## src/rtl/core/ccfr_pkg.sv

```systemverilog
// Shared types, constants and the CRC step for the frame receiver.
package ccfr_pkg;

  localparam int unsigned QUEUE_DEPTH = 4;
  localparam int unsigned QPTR_W      = $clog2(QUEUE_DEPTH);
  localparam int unsigned QCNT_W      = QPTR_W + 1;

  localparam logic [7:0]  SYNC_BYTE      = 8'h02;
  localparam logic [15:0] CRC_POLY       = 16'h8408;
  localparam logic [7:0]  FRAME_OVERHEAD = 8'd5;
  localparam logic [15:0] TIMEOUT_RESET  = 16'd20;
  localparam logic [15:0] SILENCE_MAX    = 16'hFFFF;

  typedef enum logic [2:0] {
    KIND_DATA    = 3'd0,
    KIND_GOOD    = 3'd1,
    KIND_BADLEN  = 3'd2,
    KIND_CRCERR  = 3'd3,
    KIND_TIMEOUT = 3'd4
  } kind_t;

  typedef enum logic [2:0] {
    PH_HUNT,
    PH_ADDR,
    PH_LEN,
    PH_DATA,
    PH_CRCL,
    PH_CRCH
  } phase_t;

  // Classified input event, as queued between front and back.
  typedef struct packed {
    logic       is_tick;
    logic [7:0] rx_byte;
    logic       is_sync;
    logic       len_short;
    logic [7:0] len_m5;
  } event_t;

  typedef struct packed {
    kind_t      kind;
    logic [7:0] data_byte;
    logic [7:0] data_index;
    logic [7:0] frame_address;
    logic [7:0] payload_length;
  } result_t;

  // Queue status seen by the front and the back.
  typedef struct packed {
    logic full;
    logic empty;
  } q_status_t;

  // Reflected CRC-16 over one byte, LSB first.
  function automatic logic [15:0] crc_step(input logic [15:0] crc, input logic [7:0] b);
    logic [15:0] c;
    c = crc ^ {8'h00, b};
    for (int i = 0; i < 8; i++) begin
      if (c[0]) begin
        c = (c >> 1) ^ CRC_POLY;
      end else begin
        c = c >> 1;
      end
    end
    return c;
  endfunction

endpackage

```

## src/rtl/core/ccfr_front.sv

```systemverilog
// Front end: takes input transfers and classifies them into queue events.
module ccfr_front (
  input  logic                clk,
  input  logic                rst_n,
  input  logic                in_valid,
  output logic                in_ready,
  input  logic                in_func,
  input  logic [7:0]          in_rx_byte,
  input  ccfr_pkg::q_status_t q_status,
  output logic                q_push,
  output ccfr_pkg::event_t    q_event
);

  logic accepted_r;
  logic accepted_nxt;

  assign in_ready = !q_status.full;
  assign q_push   = in_valid && in_ready;

  always_comb begin
    q_event.is_tick   = in_func;
    q_event.rx_byte   = in_rx_byte;
    q_event.is_sync   = (in_rx_byte == ccfr_pkg::SYNC_BYTE);
    q_event.len_short = (in_rx_byte < ccfr_pkg::FRAME_OVERHEAD);
    q_event.len_m5    = in_rx_byte - ccfr_pkg::FRAME_OVERHEAD;
  end

  assign accepted_nxt = q_push;

  always_ff @(posedge clk) begin
    if (!rst_n) begin
      accepted_r <= 1'b0;
    end else begin
      accepted_r <= accepted_nxt;
    end
  end

  // A transfer always lands in the queue, so the queue cannot be empty next cycle
  // unless the back drained it.
  assert property (@(posedge clk) disable iff (!rst_n)
    q_push |-> !q_status.full)
    else $error("push into full queue");
  assert property (@(posedge clk) disable iff (!rst_n)
    accepted_r |-> $past(in_valid) && $past(in_ready))
    else $error("accept flag without transfer");
  assert property (@(posedge clk) disable iff (!rst_n)
    q_push |-> (q_event.is_sync == (in_rx_byte == ccfr_pkg::SYNC_BYTE)))
    else $error("sync classification mismatch");

endmodule

```

## src/rtl/core/ccfr_queue.sv

```systemverilog
// Short event queue between the front and the back.
module ccfr_queue (
  input  logic                clk,
  input  logic                rst_n,
  input  logic                push,
  input  ccfr_pkg::event_t    push_event,
  input  logic                pop,
  output ccfr_pkg::event_t    head_event,
  output ccfr_pkg::q_status_t status
);

  ccfr_pkg::event_t mem_r [ccfr_pkg::QUEUE_DEPTH];

  logic [ccfr_pkg::QPTR_W-1:0] wr_ptr_r, wr_ptr_nxt;
  logic [ccfr_pkg::QPTR_W-1:0] rd_ptr_r, rd_ptr_nxt;
  logic [ccfr_pkg::QCNT_W-1:0] cnt_r, cnt_nxt;

  localparam logic [ccfr_pkg::QCNT_W-1:0] DEPTH_CNT = ccfr_pkg::QCNT_W'(ccfr_pkg::QUEUE_DEPTH);

  assign status.full  = (cnt_r == DEPTH_CNT);
  assign status.empty = (cnt_r == '0);
  assign head_event   = mem_r[rd_ptr_r];

  always_comb begin
    wr_ptr_nxt = wr_ptr_r;
    rd_ptr_nxt = rd_ptr_r;
    cnt_nxt    = cnt_r;
    if (push) begin
      wr_ptr_nxt = wr_ptr_r + 1'b1;
    end
    if (pop) begin
      rd_ptr_nxt = rd_ptr_r + 1'b1;
    end
    case ({push, pop})
      2'b10:   cnt_nxt = cnt_r + 1'b1;
      2'b01:   cnt_nxt = cnt_r - 1'b1;
      default: cnt_nxt = cnt_r;
    endcase
  end

  always_ff @(posedge clk) begin
    if (!rst_n) begin
      wr_ptr_r <= '0;
      rd_ptr_r <= '0;
      cnt_r    <= '0;
    end else begin
      wr_ptr_r <= wr_ptr_nxt;
      rd_ptr_r <= rd_ptr_nxt;
      cnt_r    <= cnt_nxt;
    end
  end

  always_ff @(posedge clk) begin
    if (push) begin
      mem_r[wr_ptr_r] <= push_event;
    end
  end

  assert property (@(posedge clk) disable iff (!rst_n)
    cnt_r <= DEPTH_CNT)
    else $error("queue count overflow");
  assert property (@(posedge clk) disable iff (!rst_n)
    pop |-> !status.empty)
    else $error("pop from empty queue");
  assert property (@(posedge clk) disable iff (!rst_n)
    (wr_ptr_r - rd_ptr_r) == cnt_r[ccfr_pkg::QPTR_W-1:0])
    else $error("queue pointers disagree with count");

endmodule

```

## src/rtl/core/ccfr_back.sv

```systemverilog
// Back end: deframing state machine, CRC check, timeout and result register.
module ccfr_back (
  input  logic                clk,
  input  logic                rst_n,
  input  logic                cfg_valid,
  output logic                cfg_ready,
  input  logic [15:0]         cfg_data,
  input  ccfr_pkg::q_status_t q_status,
  input  ccfr_pkg::event_t    q_event,
  output logic                q_pop,
  output logic                out_valid,
  input  logic                out_ready,
  output ccfr_pkg::result_t   out_result
);

  ccfr_pkg::phase_t phase_r, phase_nxt;
  logic [15:0] timeout_r, timeout_nxt;
  logic [7:0]  frame_len_r, frame_len_nxt;
  logic [7:0]  byte_count_r, byte_count_nxt;
  logic [15:0] crc_r, crc_nxt;
  logic [7:0]  crc_low_r, crc_low_nxt;
  logic [7:0]  addr_r, addr_nxt;
  logic [15:0] silence_r, silence_nxt;
  logic        out_valid_r, out_valid_nxt;
  ccfr_pkg::result_t res_r, res_nxt;

  logic        emit;
  ccfr_pkg::result_t res;
  logic [15:0] sil_inc;
  logic [15:0] crc_upd;
  logic [7:0]  cnt_inc;
  logic        timed_out;
  logic        crc_match;

  assign cfg_ready  = 1'b1;
  assign out_valid  = out_valid_r;
  assign out_result = res_r;

  assign q_pop     = !q_status.empty && (!out_valid_r || out_ready);
  assign sil_inc   = (silence_r == ccfr_pkg::SILENCE_MAX) ? silence_r : silence_r + 16'd1;
  assign timed_out = (sil_inc >= timeout_r);
  assign crc_upd   = ccfr_pkg::crc_step(q_event.is_sync && (phase_r == ccfr_pkg::PH_HUNT)
                                        ? 16'h0000 : crc_r, q_event.rx_byte);
  assign cnt_inc   = byte_count_r + 8'd1;
  assign crc_match = ({q_event.rx_byte, crc_low_r} == crc_r);

  // Next phase
  always_comb begin
    phase_nxt = phase_r;
    if (q_pop) begin
      if (q_event.is_tick) begin
        if (phase_r != ccfr_pkg::PH_HUNT && timed_out) begin
          phase_nxt = ccfr_pkg::PH_HUNT;
        end
      end else begin
        case (phase_r)
          ccfr_pkg::PH_HUNT: if (q_event.is_sync) phase_nxt = ccfr_pkg::PH_ADDR;
          ccfr_pkg::PH_ADDR: phase_nxt = ccfr_pkg::PH_LEN;
          ccfr_pkg::PH_LEN: begin
            if (q_event.len_short) begin
              phase_nxt = ccfr_pkg::PH_HUNT;
            end else if (q_event.len_m5 != 8'd0) begin
              phase_nxt = ccfr_pkg::PH_DATA;
            end else begin
              phase_nxt = ccfr_pkg::PH_CRCL;
            end
          end
          ccfr_pkg::PH_DATA: if (cnt_inc >= frame_len_r) phase_nxt = ccfr_pkg::PH_CRCL;
          ccfr_pkg::PH_CRCL: phase_nxt = ccfr_pkg::PH_CRCH;
          ccfr_pkg::PH_CRCH: phase_nxt = ccfr_pkg::PH_HUNT;
          default:           phase_nxt = ccfr_pkg::PH_HUNT;
        endcase
      end
    end
  end

  // Datapath and result
  always_comb begin
    frame_len_nxt      = frame_len_r;
    byte_count_nxt     = byte_count_r;
    crc_nxt            = crc_r;
    crc_low_nxt        = crc_low_r;
    addr_nxt           = addr_r;
    silence_nxt        = silence_r;
    emit               = 1'b0;
    res.kind           = ccfr_pkg::KIND_DATA;
    res.data_byte      = 8'd0;
    res.data_index     = 8'd0;
    res.frame_address  = addr_r;
    res.payload_length = frame_len_r;
    if (q_pop) begin
      if (q_event.is_tick) begin
        if (phase_r == ccfr_pkg::PH_HUNT) begin
          silence_nxt = 16'd0;
        end else if (timed_out) begin
          silence_nxt = 16'd0;
          emit        = 1'b1;
          res.kind    = ccfr_pkg::KIND_TIMEOUT;
        end else begin
          silence_nxt = sil_inc;
        end
      end else begin
        silence_nxt = 16'd0;
        case (phase_r)
          ccfr_pkg::PH_HUNT: begin
            if (q_event.is_sync) begin
              crc_nxt        = crc_upd;
              addr_nxt       = 8'd0;
              frame_len_nxt  = 8'd0;
              byte_count_nxt = 8'd0;
            end
          end
          ccfr_pkg::PH_ADDR: begin
            addr_nxt = q_event.rx_byte;
            crc_nxt  = crc_upd;
          end
          ccfr_pkg::PH_LEN: begin
            if (q_event.len_short) begin
              frame_len_nxt      = 8'd0;
              emit               = 1'b1;
              res.kind           = ccfr_pkg::KIND_BADLEN;
              res.payload_length = 8'd0;
            end else begin
              frame_len_nxt  = q_event.len_m5;
              crc_nxt        = crc_upd;
              byte_count_nxt = 8'd0;
            end
          end
          ccfr_pkg::PH_DATA: begin
            crc_nxt        = crc_upd;
            byte_count_nxt = cnt_inc;
            emit           = 1'b1;
            res.data_byte  = q_event.rx_byte;
            res.data_index = byte_count_r;
          end
          ccfr_pkg::PH_CRCL: crc_low_nxt = q_event.rx_byte;
          ccfr_pkg::PH_CRCH: begin
            emit     = 1'b1;
            res.kind = crc_match ? ccfr_pkg::KIND_GOOD : ccfr_pkg::KIND_CRCERR;
          end
          default: emit = 1'b0;
        endcase
      end
    end
  end

  always_comb begin
    timeout_nxt = timeout_r;
    if (cfg_valid && cfg_ready) begin
      timeout_nxt = cfg_data;
    end
    out_valid_nxt = out_valid_r && !out_ready;
    res_nxt       = res_r;
    if (emit) begin
      out_valid_nxt = 1'b1;
      res_nxt       = res;
    end
  end

  always_ff @(posedge clk) begin
    if (!rst_n) begin
      phase_r      <= ccfr_pkg::PH_HUNT;
      timeout_r    <= ccfr_pkg::TIMEOUT_RESET;
      frame_len_r  <= 8'd0;
      byte_count_r <= 8'd0;
      crc_r        <= 16'd0;
      crc_low_r    <= 8'd0;
      addr_r       <= 8'd0;
      silence_r    <= 16'd0;
      out_valid_r  <= 1'b0;
    end else begin
      phase_r      <= phase_nxt;
      timeout_r    <= timeout_nxt;
      frame_len_r  <= frame_len_nxt;
      byte_count_r <= byte_count_nxt;
      crc_r        <= crc_nxt;
      crc_low_r    <= crc_low_nxt;
      addr_r       <= addr_nxt;
      silence_r    <= silence_nxt;
      out_valid_r  <= out_valid_nxt;
    end
  end

  always_ff @(posedge clk) begin
    res_r <= res_nxt;
  end

  // Every verdict closes the frame.
  assert property (@(posedge clk) disable iff (!rst_n)
    emit && (res.kind != ccfr_pkg::KIND_DATA) |=> phase_r == ccfr_pkg::PH_HUNT)
    else $error("verdict without return to hunt");
  // A result is only produced when the output register has room.
  assert property (@(posedge clk) disable iff (!rst_n)
    emit |-> (!out_valid_r || out_ready))
    else $error("result would overwrite pending transfer");
  assert property (@(posedge clk) disable iff (!rst_n)
    out_valid_r && (res_r.kind != ccfr_pkg::KIND_DATA) |->
      (res_r.data_byte == 8'd0) && (res_r.data_index == 8'd0))
    else $error("verdict carries data fields");
  assert property (@(posedge clk) disable iff (!rst_n)
    (phase_r == ccfr_pkg::PH_HUNT) |-> (silence_r == 16'd0))
    else $error("silence counted while hunting");

endmodule

```

## src/rtl/core/ccnet_frame_receiver_top.sv

```systemverilog
// Top level of the serial frame receiver: front, event queue and back.
// Each input transfer is a received byte (in_func 0) or one silence tick (in_func 1).
// The block takes one transfer per clock cycle while in_ready is high and gives at most one
// result per transfer. An item passes through the four-entry event queue and then the output
// register before its output transfer. Throughput is set by the back-end state machine,
// which retires one queued event per cycle, doing any byte CRC-16 update (reflected,
// polynomial 0x8408) in that cycle, and stalls only while a result waits on out_ready;
// in_ready drops once the queue fills behind such a stall. Payload bytes stream out as they
// arrive; a verdict (good, bad length, CRC error, timeout) closes each frame. The timeout
// register is written through the cfg_ port, always ready, and resets to 20 ticks.
module ccnet_frame_receiver_top (
  input  logic        clk,
  input  logic        rst_n,
  input  logic        in_valid,
  output logic        in_ready,
  input  logic        in_func,
  input  logic [7:0]  in_rx_byte,
  output logic        out_valid,
  input  logic        out_ready,
  output logic [2:0]  out_kind,
  output logic [7:0]  out_data_byte,
  output logic [7:0]  out_data_index,
  output logic [7:0]  out_frame_address,
  output logic [7:0]  out_payload_length,
  input  logic        cfg_valid,
  output logic        cfg_ready,
  input  logic [15:0] cfg_data
);

  ccfr_pkg::q_status_t q_status;
  ccfr_pkg::event_t    push_event;
  ccfr_pkg::event_t    head_event;
  ccfr_pkg::result_t   result;
  logic                q_push;
  logic                q_pop;

  ccfr_front u_front (
    .clk        (clk),
    .rst_n      (rst_n),
    .in_valid   (in_valid),
    .in_ready   (in_ready),
    .in_func    (in_func),
    .in_rx_byte (in_rx_byte),
    .q_status   (q_status),
    .q_push     (q_push),
    .q_event    (push_event)
  );

  ccfr_queue u_queue (
    .clk        (clk),
    .rst_n      (rst_n),
    .push       (q_push),
    .push_event (push_event),
    .pop        (q_pop),
    .head_event (head_event),
    .status     (q_status)
  );

  ccfr_back u_back (
    .clk        (clk),
    .rst_n      (rst_n),
    .cfg_valid  (cfg_valid),
    .cfg_ready  (cfg_ready),
    .cfg_data   (cfg_data),
    .q_status   (q_status),
    .q_event    (head_event),
    .q_pop      (q_pop),
    .out_valid  (out_valid),
    .out_ready  (out_ready),
    .out_result (result)
  );

  assign out_kind           = result.kind;
  assign out_data_byte      = result.data_byte;
  assign out_data_index     = result.data_index;
  assign out_frame_address  = result.frame_address;
  assign out_payload_length = result.payload_length;

endmodule
```

## config.mk

```make
export PLATFORM = sky130hd
export DESIGN_NAME = ccnet_frame_receiver_top
export DESIGN_NICKNAME = d
export VERILOG_FILES = /design/src/rtl/core/ccfr_pkg.sv /design/src/rtl/core/ccfr_front.sv /design/src/rtl/core/ccfr_queue.sv /design/src/rtl/core/ccfr_back.sv /design/src/rtl/core/ccnet_frame_receiver_top.sv
export SDC_FILE = /design/constraint.sdc
export NUM_CORES = 1
export LEC_CHECK = 0
export BUFFER_PORTS_ARGS = -buffer_cell sky130_fd_sc_hd__buf_4
export CAP_MARGIN = 20
export CELL_PAD_IN_SITES_DETAIL_PLACEMENT = 2
export CELL_PAD_IN_SITES_GLOBAL_PLACEMENT = 2
export CORE_ASPECT_RATIO = 1.1
export CORE_MARGIN = 4
export CORE_UTILIZATION = 37
export DETAILED_ROUTE_END_ITERATION = 10
export PLACE_DENSITY_LB_ADDON = 0.1
export SYNTH_ARGS = -nofsm -noshare
export SYNTH_HDL_FRONTEND = slang
export SYNTH_SLANG_ARGS = --single-unit
```

## constraint.sdc

```tcl
create_clock -name clk -period 4 [get_ports clk]
set_input_delay 0.4 -clock clk [delete_from_list [all_inputs] [get_ports clk]]
set_output_delay 0.4 -clock clk [all_outputs]
set_load 0.02 [all_outputs]
```

# [Word level (Yosys, flattened, before mapping)]
# Memories as Yosys holds them, arrays and structs flattened. A register that Yosys moved wholly into a read port is not among the register bits.
# Cells that the tools add are included.
# Widths: inputs -> output; s select.
[totals] ff_bits=126 latchBits=0 ramBits=76 rom_bits=0 in_bits=30 out_inout_bits=38 elab_cells=135 n_memories=1
[classes] addsub=7 mul=0 div_mod_pow=0 magnitude_cmp=3 n_eq_ne=16 n_shift=0 muxes=51 bitwise_logic=12 n_reduce_logical=28
[memory_table] name="u_queue.mem_r" words=4 width=19 rd=1 rd_clocked_by_memory_dff=1 write_ports=1 line="ccfr_queue.sv:12" text="ccfr_pkg::event_t mem_r [ccfr_pkg::QUEUE_DEPTH];"
[op_table] operator="$mux 16" count=15
[op_table] operator="$mux 8" count=7
[op_table] operator="$pmux 16 s3" count=1
[op_table] operator="$pmux 8 s2" count=2
[op_table] operator="$mux 3" count=9
[op_table] operator="$not 2->3" count=8
[op_table] operator="$pmux 8 s3" count=1
[op_table] operator="$add 16x1->16 const B" count=1
[op_table] operator="$eq 16x16->1" count=1
[op_table] operator="$eq 16x16->1 const B" count=1
[op_table] operator="$ge 16x16->1" count=1
[op_table] operator="$xor 16x8->16" count=1
[op_table] operator="$pmux 3 s5" count=1
[op_table] operator="$pmux 3 s2" count=2
[op_table] operator="$reduce_and 4->1" count=3
[op_table] operator="$reduce_and 5->1" count=2
[op_table] operator="$eq 3x3->1 const B" count=3
[op_table] operator="$reduce_bool 3->1" count=3
[op_table] operator="$add 8x1->8 const B" count=1
[op_table] operator="$eq 8x2->1 const B" count=1
[op_table] operator="$ge 8x8->1" count=1
[op_table] operator="$lt 8x3->1 const B" count=1
[op_table] operator="$mux 1" count=8
[op_table] operator="$mux 2" count=4
[op_table] operator="other kinds (22)" count=39

# [Longest topological paths before layout]
[depth] ltp_word=22 ltp_mapped=14 depth_no_buf=13

# [Modules after synthesis]
# A second synthesis with hierarchy kept.
[unflattened] hier_cells=845 hier_area_um2=9785.6
[modules_own_cells] module="ccfr_back" n_inst=1 cells_each=667 area_per_inst_um2=6312.3 seq_area_each_um2=2732.6
[modules_own_cells] module="ccfr_queue" n_inst=1 cells_each=145 area_per_inst_um2=3235.6 seq_area_each_um2=2462.4
[modules_own_cells] module="ccfr_front" n_inst=1 cells_each=33 area_per_inst_um2=237.7 seq_area_each_um2=0.0

# [Worst setup path before layout]
# No wires, ideal clock.
[synth_path] kind="reg2reg" start="reg u_back.silence_r[0]" end="reg u_back.res_r (netlist bit u_back.out_result[0]), enable pin" arrival_ns=3.842 required_time_ns=3.608 path_slack_ns=-0.233 stages_incl_launch_ff=13 period_less_slack_ns=4.233 path_cell_list="dfxtp_1 ha_1 and4_1 nand3_1 o21ai_0 nor2_1 xor2_1 ha_1 nand3_1 or3_1 or4_1 a31oi_1 a21o_1"
[synth_between] elab_chain_len=7 elab_cells_between_ends=8
[synth_lines] element="start: declaration" line="ccfr_back.sv:23" text="logic [15:0] silence_r, silence_nxt;"
[synth_lines] element="start signal: assignment" line="ccfr_back.sv:179" text="silence_r <= silence_nxt;"
[synth_lines] element="$add 16x1->16 or $eq 16x16->1 (tied branches)" line="ccfr_back.sv:40" text="assign sil_inc = (silence_r == ccfr_pkg::SILENCE_MAX) ? silence_r : silence_r + 16'd1;"
[synth_lines] element="$mux 16 (*)" line="ccfr_back.sv:40"
[synth_lines] element="$ge 16x16->1 (*)" line="ccfr_back.sv:41" text="assign timed_out = (sil_inc >= timeout_r);"
[synth_lines] element="$mux 1 (*)" line="ccfr_back.sv:95" text="end else if (timed_out) begin"
[synth_lines] element="$mux 1 (*)" line="ccfr_back.sv:93" text="if (phase_r == ccfr_pkg::PH_HUNT) begin"
[synth_lines] element="$mux 1 (*)" line="ccfr_back.sv:92" text="if (q_event.is_tick) begin"
[synth_lines] element="$mux 1 (*)" line="ccfr_back.sv:91" text="if (q_pop) begin"
[synth_lines] element="via u_back.emit" line="ccfr_back.sv:27" text="logic emit;"
[synth_lines] element="end signal: assignment" line="ccfr_back.sv:185" text="res_r <= res_nxt;"
[synth_lines] element="end: declaration" line="ccfr_back.sv:25" text="ccfr_pkg::result_t res_r, res_nxt;"
# The timed path passes the listed nets; every way through them passes the cells marked *.
# A chain may end at the register's enable or synchronous reset.

# [Worst setup path in the final report]
[layout_path] start="reg u_back.silence_r[0]" end="reg u_back.silence_r[7]"
[layout_between] elab_chain_len=6 elab_cells_between_ends=7
[layout_lines] element="$add 16x1->16 or $eq 16x16->1 (tied branches)" line="ccfr_back.sv:40"
[layout_lines] element="$mux 16 (*)" line="ccfr_back.sv:40"
[layout_lines] element="$ge 16x16->1" line="ccfr_back.sv:41"
[layout_lines] element="$mux 16 (*)" line="ccfr_back.sv:95"
[layout_lines] element="$mux 16 (*)" line="ccfr_back.sv:93"
[layout_lines] element="$mux 16 (*)" line="ccfr_back.sv:92"
# Mark *: on every way between the ends. The rest lies on a longest branch, timed or not.

==> run metrics <==
Seq. cell area=5200 um2; vias in the first global route=7,220; final worst path period share=0.948; H-tree levels=1; GRT Total Usage=0.185; drt wl/cell=21.1 um; initial antenna violation count=1; Hold Violations, Final=0; setup bufs post-CTS=0; CTS tree=built; Tot Pwr=6600 uW; adder and majority gate portion of the synthesized area=0.0459; Finished Layout Cells=1,222; largest net degree at the start of global routing=55; upper clock frequency limit=0.264 GHz; worst path cell trace=ha_1 > and4_1 > nand3_1 > buf_4 > or3_1 > mux2_2 > ha_1 > nand4_1 > or4_4 > and4b_2 > and4b_1 > a311o_1; fraction of layout cells with a size suffix above 1=0.184; fill count=2,561; Overflow after GRT=0; clk_skew=0.0117 ns; Syn Nets=885; HPWL after DPL=18.7 mm; DRT Pass-1 Iters=4; Post-Synth Simple-Gate Area=0.142; Synth Area in XOR/XNOR=0.0678; Slew @ Worst Pin=1.09 ns; worst min-delay path class=in2reg; startpoint types=register; Root Driver=clkbuf_16; slowest cell delay on critical path=0.59 ns; outcome=complete, no violations; PortBufs=66; area of the multi-input gates=3920 um2; Via-to-Cell Ratio=5.25; die area=28,100 um2; critical path capture point type=register; mux cell area share after synthesis=0.0852; DR DRC count=0; complex-gate fraction of the synthesized area=0.0723; Synth async-reset ratio=0; Worst-Skew Late Latency=0.52 ns; clock-pin slew on the worst setup and hold paths=0.06 ns; worst rel slew slack=0.272; RSZ-0062 raised after global routing=false; Tmin final=3.79 ns; Top cell by count, worst path=ha_1; vias=6,412; Leak=0.00405 uW; dpl cells=1,179; row count=61; Yosys reg bits=204; Primary FF master, synth=edfxtp_1; largest family of logic cells by synthesized area=simple AND/OR/NAND/NOR gates; Required @ worst endpoint=4.40 ns; Crit Path Max Fanout=8; Syn Area/Cell=11.5 um2; total CTS buffers=23; Power Density=596 nW/um2; Peak VDD IR=0.373 mV; Routability Congestion=0.810; Post-Route WL=25.8 mm; synth-to-layout area growth=17.6%; # clock sinks=204; initial core utilization=0.374; Diodes inserted=0; endpoints failing setup=0; synth unique cells=61; num ports=68; register area share after synthesis=0.551; Data arrival, critical path=4.20 ns; Final Slew Violations=0; layout net count=954; Die Wd=160 um; number of synthesized flops with an enable pin=111; CTS Buffer Depth=3; core area=25,200 um2; first-pass GRT wire length=41.7 mm; Synth Instances=821; total of max-cap violations=0; mapped cell area=9430 um2; critical path class=reg2reg; remaining antenna violation count after routing=0; synth warn=0; height of the die=175 um; Worst path slowest cell=or4_4; Hold WS=0.102 ns; initial drt markers=250
==> layout make-up <==
class,instances,share of cell area
multi-input cells,541,0.354
well taps,315,0.0356
flip-flops and latches,204,0.469
inverters,38,0.0130
clock buffers,26,0.0529
clock inverters,16,0.0174
repair buffers,82,0.0585
==> flip-flops by register name, indices dropped and copies added, names as in the netlist, named ones only <==
signal / cells
u_back.addr_r: 8
u_back.byte_count_r: 8
u_back.crc_low_r: 8
u_back.crc_r: 16
u_back.frame_len_r: 8
u_back.out_result: 35
u_back.out_valid: 1
u_back.phase_r: 3
u_back.silence_r: 16
u_back.timeout_r: 16
u_queue.cnt_r: 3
u_queue.mem_r: 76
u_queue.rd_ptr_r: 2
u_queue.wr_ptr_r: 2
==> cell families (layout without fill, tap and decap cells) <==
group | count (synthesis) | in the layout
AOI/OAI and AO/OA | 109 | 109
xor gates and xnor gates | 73 | 73
adders and majority gates | 34 | 34
buffers and inverters | 76 | 162
DFF | 204 | 204
muxes | 56 | 56
other | 1 | 1
and+or+nand+nor | 268 | 268
==> critical path, delay by kind of cell (launching register included) <==
| family | cells | cell delay (ns) |
|---|---|---|
| flops | 1 | 0.37 |
| fa+ha+maj | 2 | 0.48 |
| compound gates | 1 | 0.26 |
| mux | 1 | 0.30 |
| buf+inv | 1 | 0.20 |
| simple gates | 7 | 2.07 |
==> where the power goes <==
group	leakage, uW	internal, uW	switching, uW
logic	0.00187	741	1110
registers	0.00180	2400	153
clock network	0.000384	1320	876
total	0.00405	4460	2140
==> cell usage after synthesis (6+ instances only) <==
master | number | area [um2]
a21oi_1 | 41 | 205
nand3_1 | 26 | 130
o21ai_0 | 22 | 110
a22oi_1 | 10 | 75.1
inv_1 | 38 | 143
nor3_1 | 10 | 50.1
xnor2_1 | 50 | 438
nand2b_1 | 6 | 37.5
and3_1 | 9 | 56.3
buf_2 | 7 | 35.0
nor2_1 | 80 | 300
mux2i_1 | 33 | 330
clkbuf_1 | 19 | 71.3
dfxtp_1 | 93 | 1860
nand2_1 | 66 | 248
or3_1 | 6 | 37.5
nand4_1 | 9 | 56.3
xor2_1 | 23 | 201
and2_1 | 21 | 131
edfxtp_1 | 111 | 3330
mux4_2 | 19 | 428
ha_1 | 33 | 413
==> final timing paths <==
| path | slack (ns) | depth (start not counted) | end | start |
|---|---|---|---|---|
| max | 0.21 | 12 | u_back.silence_r[7] | u_back.silence_r[0] |
| min | 0.10 | 1 | u_queue.mem_r[1][18] | in_func |
| max reg2reg | 0.21 | 12 | u_back.silence_r[7] | u_back.silence_r[0] |
| min reg2reg | 0.43 | 0 | u_back.out_result[8] | u_back.addr_r[0] |
==> metal layers <==
layer | up-vias | share of wire | routed length (um) | global-route usage
met5 | - | 0 | 0 | 0
met4 | 0 | 0.015 | 393 | 0.0412
met3 | 24 | 0.029 | 756 | 0.0223
met2 | 82 | 0.53 | 13600 | 0.341
met1 | 3245 | 0.43 | 11000 | 0.234
li1 | 3061 | - | - | -
==> what timing repair did <==
action	4_1_cts	5_1_grt
setup endpoints to repair	38	49
gates resized for setup	1	7
hold buffers	0	0
cloned	0	0
==> cell usage in the layout, fill, tap and decap left out, types with 4 or more instances in the layout <==
| cell | netlist | routed |
|---|---|---|
| edfxtp_1 | 111 | 111 |
| dfxtp_1 | 93 | 91 |
| nor2_1 | 80 | 80 |
| buf_4 | 3 | 79 |
| nand2_1 | 66 | 65 |
| xnor2_1 | 50 | 50 |
| a21oi_1 | 41 | 41 |
| inv_1 | 38 | 37 |
| mux2i_1 | 33 | 33 |
| ha_1 | 33 | 33 |
| nand3_1 | 26 | 26 |
| xor2_1 | 23 | 23 |
| clkbuf_16 | 0 | 23 |
| and2_1 | 21 | 21 |
| o21ai_0 | 22 | 21 |
| mux4_2 | 19 | 19 |
| nor3_1 | 10 | 10 |
| a22oi_1 | 10 | 10 |
| nand4_1 | 9 | 9 |
| and3_1 | 9 | 9 |
| clkinv_2 | 0 | 9 |
| nand2b_1 | 6 | 6 |
| or3_1 | 6 | 6 |
| nor2b_1 | 5 | 5 |
| a211oi_1 | 5 | 5 |
| or2_2 | 4 | 4 |
| mux2_2 | 4 | 4 |
| or4_1 | 5 | 4 |
| bufinv_16 | 0 | 4 |
==> stage by stage <==
step | instance area, um2 | util | worst slack (ns) | TNS, ns
6_report | 11100 | 0.440 | 0.209 | 0
5_1_grt | 11100 | 0.440 | 0.00238 | 0
4_1_cts | 11000 | 0.439 | 0.0616 | 0
3_5_place_dp | 10300 | 0.408 | -0.0374 | -1.21
3_3_place_gp | 10300 | 0.408 | 0.203 | 0
2_1_floorplan | 9430 | - | 0.0581 | 0
No activity file was read; power rests on OpenSTA's default activity.
